<file path="src/hdl/sat_pkg.sv">
// Shared types for the section address translator.
// Holds the action and status codes and the transaction token that moves along the cell chain.
// No dependencies.
package sat_pkg;

    localparam int MAX_SECTIONS_DEFAULT = 16;

    typedef enum logic [1:0] {
        ACT_CLEAR     = 2'd0,
        ACT_ADD       = 2'd1,
        ACT_RELOCATE  = 2'd2,
        ACT_TRANSLATE = 2'd3
    } act_t;

    typedef enum logic [1:0] {
        ST_OK   = 2'd0,
        ST_MISS = 2'd1,
        ST_FULL = 2'd2
    } status_t;

    typedef struct packed {
        act_t        action;
        logic [31:0] key;
        logic [31:0] size;
        logic [31:0] data;
        logic        wrap;
        logic        full;
        logic        hit;
        logic [31:0] result;
    } token_t;

endpackage

</file>
<file path="src/hdl/sat_cell.sv">
// One cell of the translation chain: holds one section entry.
// Acts on the transaction token passing through and hands it to the next cell.
// Depends on sat_pkg.
module sat_cell
    import sat_pkg::*;
#(
    parameter int MAX_SECTIONS = MAX_SECTIONS_DEFAULT,
    parameter int CELL_INDEX   = 0,
    localparam int CW          = $clog2(MAX_SECTIONS + 1)
) (
    input  logic          aclk,
    input  logic          aresetn,
    input  logic          adv,
    input  logic          valid_i,
    input  token_t        tok_i,
    input  logic [CW-1:0] cnt_i,
    output logic          valid_o,
    output token_t        tok_o,
    output logic [CW-1:0] cnt_o
);

    logic [31:0]   vbase_reg;
    logic [31:0]   size_reg;
    logic [31:0]   rbase_reg;
    logic          wrap_reg;
    logic          valid_reg;
    token_t        tok_reg;
    logic [CW-1:0] cnt_reg;

    logic          in_use;
    logic          is_slot;
    logic [32:0]   diff;
    logic          match;
    token_t        tok_next;

    assign in_use  = cnt_i > CW'(CELL_INDEX);
    assign is_slot = cnt_i == CW'(CELL_INDEX);
    assign diff    = {1'b0, tok_i.key} - {1'b0, vbase_reg};
    assign match   = in_use && !wrap_reg && !diff[32] && (diff[31:0] < size_reg);

    always_comb begin
        tok_next = tok_i;
        if (tok_i.action == ACT_TRANSLATE && !tok_i.hit && match) begin
            tok_next.hit    = 1'b1;
            tok_next.result = rbase_reg + diff[31:0];
        end
    end

    always_ff @(posedge aclk) begin
        if (!aresetn) begin
            valid_reg <= 1'b0;
        end else if (adv) begin
            valid_reg <= valid_i;
        end
    end

    always_ff @(posedge aclk) begin
        if (adv) begin
            tok_reg <= tok_next;
            cnt_reg <= cnt_i;
            if (valid_i && tok_i.action == ACT_ADD && !tok_i.full && is_slot) begin
                vbase_reg <= tok_i.key;
                size_reg  <= tok_i.size;
                rbase_reg <= tok_i.data;
                wrap_reg  <= tok_i.wrap;
            end else if (valid_i && tok_i.action == ACT_RELOCATE && in_use) begin
                rbase_reg <= rbase_reg + tok_i.data;
            end
        end
    end

    assign valid_o = valid_reg;
    assign tok_o   = tok_reg;
    assign cnt_o   = cnt_reg;

endmodule

</file>
<file path="config.mk">
export PLATFORM = sky130hd
export DESIGN_NAME = sat_cell
export DESIGN_NICKNAME = d
export VERILOG_FILES = /design/src/hdl/sat_pkg.sv /design/src/hdl/sat_cell.sv
export SDC_FILE = /design/constraint.sdc
export NUM_CORES = 1
export LEC_CHECK = 0
export BUFFER_PORTS_ARGS = -buffer_cell sky130_fd_sc_hd__clkbuf_2
export CAP_MARGIN = 20
export CORE_MARGIN = 5
export CORE_UTILIZATION = 55
export CTS_BUF_LIST = sky130_fd_sc_hd__clkbuf_4
export DETAILED_ROUTE_END_ITERATION = 10
export GPL_ROUTABILITY_DRIVEN = 0
export PLACE_DENSITY_LB_ADDON = 0.15
export SKIP_CTS_REPAIR_TIMING = 1
export SLEW_MARGIN = 10
export SYNTH_ARGS = -nofsm -noshare
export SYNTH_HDL_FRONTEND = slang
export SYNTH_SLANG_ARGS = --single-unit
</file>
<file path="constraint.sdc">
create_clock -name aclk -period 8.55 [get_ports aclk]
set_clock_uncertainty 0.2 [all_clocks]
set_input_delay 1.2825 -clock aclk [delete_from_list [all_inputs] [get_ports aclk]]
set_output_delay 1.2825 -clock aclk [all_outputs]
set_load 0.02 [all_outputs]
</file>
Word level (Yosys, flattened, before mapping)
Index checks and enable logic that the tools add are counted.
{ "op_classes": {"addsub": 3, "order_cmp": 2, "eq_ne": 3, "mux": 3, "n_reduce_logical": 18} }
{ "op_table": {"columns": ["op", "n"], "rows": [
  ["32-bit 2-to-1 mux", 3],
  ["32-bit adder", 2],
  ["32-bit by 32-bit subtractor with 33-bit output", 1],
  ["32-bit less-than comparator", 1],
  ["1-bit logical AND", 10],
  ["5-bit by 1-bit greater-than comparator with 1-bit output, second input constant", 1],
  ["5-bit zero test", 1],
  ["2-bit equality test, second input constant", 2],
  ["1-bit zero test", 4],
  ["2-bit AND reduction", 2],
  ["2-bit by 1-bit equality test with 1-bit output, second input constant", 1],
  ["2-bit nonzero test", 1]
]} }
{ "totals": {"reg_bits": 236, "output_inout_bits": 139, "word_cells": 43} }

Longest topological paths before layout
{ "depth": {"word_depth": 6, "mapped_depth": 25, "mapped_depth_nobuf": 22} }

Worst setup path after synthesis
No wires, ideal clock.
{ "synth_timing": {"path_type": "input to register", "startpoint": "input tok_i[99] (netlist bit)", "endpoint": "register tok_reg, in the netlist tok_o[31] (data pin)", "setup_ns": 0.261, "arrival_ns": 6.022, "path_slack_ns": 2.067, "cell_stages": 22, "cell_sequence": "inv_1 -> ha_1 -> fa_1 -> nor2b_1 -> o21ai_1 -> a21bo_1 -> a311o_1 -> a211oi_2 -> a21oi_1 -> o21ai_0 -> a21oi_1 -> o311ai_0 -> ha_1 -> a21o_1 -> a21oi_1 -> o2111ai_1 -> a2111oi_2 -> a21oi_1 -> or3_4 -> buf_6 -> buf_6 -> a221o_1"} }
{ "synth_lines": {"columns": ["element", "line_no", "text"], "rows": [
  ["start, declared", "sat_cell.sv:15", "input token_t tok_i,"],
  ["end signal, assigned", "sat_cell.sv:59", "tok_reg <= tok_next;"],
  ["end, declared", "sat_cell.sv:27", "token_t tok_reg;"]
]} }

==> metrics.yaml <==
final_layout:
  layout-drive-gt1-share_pct: 24.7
  fill_cells: 2009
  layout_common_cells: "279 x clkbuf_2, 235 x edfxtp_1, 125 x ha_1, 105 x inv_1, 103 x a21oi_1"
  fin_area_mm2: 0.0161
  syn_to_final_growth_pct: 19.0
  nets: 1798
  largest_reg_flops: 133
  final_common_cell: "clkbuf_2"
route:
  drt-total-wl_um: 33100
  vias: 10400
  wire_per_inst_um: 17.4
  first_pass_iters: 5
  drc: 0
  drt_first_iter_violations: 539
  drt-vias-per-instance: 5.46
  ant_nets: 0
yosys:
  synthDistinctLibCells: 65
  synthArstFlopShare_pct: 0
  yosys_register_bits: 236
  yosysWarnings: 0
  synth_area_leader_cell: "edfxtp_1"
  syn_avg_cell_area_um2: 11.2
  seq_area_frac_synth_pct: 52.4
  synth_area_mm2: 0.0135
  synth_area_leaders: "edfxtp_1 52%, ha_1 12%, a21oi_1 3.8%"
  synth_nets: 1475
  synth-edff-count: 235
  synth_cells: 1205
  synth_flop_cell: "edfxtp_1"
  synth_top_area_share_pct: 52.3
sta:
  finalCriticalPeriod_ns: 6.71
  slew_headroom_pct: 32.2
  layout_setup_ws_ns: 1.84
  timing.final.crit_share_pct: 78.4
  fmax_mhz: 149
  maxSlewViolCount: 0
  setup_violations: 0
  worst_slew_pin_slew_ns: 1.02
  grt_setup_unrepaired: "false"
  holdWs_ns: 0.312
  tns_ns: 0
  hold_viol: 0
power:
  leakagePower_nw: 7.30
  power.density_mw_per_mm2: 181
  p_seq_share_pct: 46.6
  p_int_w: 0.00208
  ir_worst_vdd_mv: 0.119
  power_frac_comb_pct: 19.1
  power_w: 0.00291
  switching_share_pct: 28.6
  p_clk_share_pct: 34.3
  p_sw_w: 0.000833
critical_path:
  critPathKind: "input pin to flop"
  start_kind: "input pin"
  cp.required_ns: 8.91
  cp-end-kind: "flop"
  critPathMaxFanout: 66
  cp_data_arrival_time_ns: 7.07
  ff2ff_path_depth: 20
flow_run:
  cap_viol_max_count: 0
floorplanning:
  die_y_um: 167
  rows: 57
  io_pins: 281
  start_util_pct: 55.7
  core-area_mm2: 0.0242
  die_w_um: 167
  die_area_mm2: 0.0278
status:
  status: "finished clean"
global_routing:
  grt_max_degree: 81
  grt_pass1_wl_um: 51500
  antenna_found_initial: 4
  grtUsageTotal_pct: 22.9
  grt_pass1_vias: 10200
  grt_overflow: 0
placement:
  detailed_place.area_mm2: 0.0152
  place_ws_ns: 1.22
  io_buffers: 280
  hpwl_um: 25400
clocking:
  clk_pin_slew_ns: 0.07
  clock-root-buffer: "clkbuf_4"
  cts.sinks: 236
  tritoncts: "done"
  cts_buffers: 61
  cts_buffer_depth: 3
  htree_levels: 2
  clock_latency_ns: 0.71
hold_path:
  min_path_type: "flop to flop"
  hold_depth: 2
[synthesized netlist by cell type, types with 6 or more instances]
cell type / instances
edfxtp_1: 235
ha_1: 125
inv_1: 105
a21oi_1: 103
nand2_1: 94
nor2_1: 78
o21ai_0: 69
a21o_1: 65
xnor2_1: 44
xor2_1: 27
clkbuf_1: 21
nand3_1: 21
o21a_1: 17
o21bai_1: 15
and3_1: 13
nor3_1: 13
a31oi_1: 12
nand4_1: 10
nor2b_1: 9
o31ai_1: 9
a211oi_1: 8
a21boi_0: 8
nand2b_1: 8
or2_2: 8
o211ai_1: 7
and4_1: 6
[power groups by stage]
stage / registers (W) / clock network (W) / logic, W
6_report: 0.00135 / 0.000999 / 0.000556
5_1_grt: 0.00136 / 0.00110 / 0.000610
4_1_cts: 0.00135 / 0.00103 / 0.000555
3_5_place_dp: 0.00138 / 0 / 0.000551
3_3_place_gp: 0.00138 / 0 / 0.000542
2_1_floorplan: 0.00144 / 0 / 0.000299
[layout make-up]
type | instances | area (um2) | share of cell area (%)
flip-flops and latches | 236 | 7080 | 44.1
multi-input cells | 840 | 5920 | 36.9
repair buffers | 284 | 1440 | 8.95
clock buffers | 77 | 578 | 3.60
well taps | 324 | 405 | 2.52
inverters | 105 | 394 | 2.45
clock inverters | 38 | 238 | 1.48
diodes | 3 | 7.51 | 0.0467
[critical path, stage by stage]
cell and delay, ns:
clkbuf_2 0.10, inv_1 0.04, ha_1 0.21, fa_1 0.41, nor2b_1 0.12, o21ai_1 0.08, a21bo_1 0.23, a311o_1 0.41
a211oi_2 0.38, a21oi_1 0.19, o21ai_0 0.26, a21oi_1 0.14, o311ai_0 0.55, ha_1 0.35, a21o_1 0.16, a21oi_1 0.16
o2111ai_1 0.19, a2111oi_2 0.38, a21oi_1 0.12, or3_4 0.65, a2111oi_0 0.45, a221o_1 0.19
[cells by family after synthesis]
family,count (synthesis),synth area share [%]
compound gates,353,16.8
xor+xnor,72,4.78
fa+ha+maj,128,12.0
buf+inv,129,3.71
flops,236,52.4
mux,3,0.250
simple gates,284,9.95
[per-stage QoR]
step / std cells / utilization (%)
global placement: 1789 / 62.8
finish: 1907 / 66.2
global route: 1907 / 66.2
detailed placement: 1789 / 62.8
CTS: 1904 / 66.2
floorplan: 1205 / -
[metal layers]
layer	share of wire (%)	GRT usage, %
met3	6.8	5.02
met2	47	37.9
met1	44	30.5
met5	0.039	0
met4	2.1	6.58
[path summary, 6_finish.rpt]
check                    startpoint                    to  slack, ns
max                       tok_i[99]   tok_o[27]$_DFFE_PP_       1.84
min            valid_o$_SDFFE_PN0P_  valid_o$_SDFFE_PN0P_       0.31
min reg2reg    valid_o$_SDFFE_PN0P_  valid_o$_SDFFE_PN0P_       0.31
max reg2reg  vbase_reg[0]$_DFFE_PP_   tok_o[27]$_DFFE_PP_       2.20
Power figures use the tool's default switching activity.
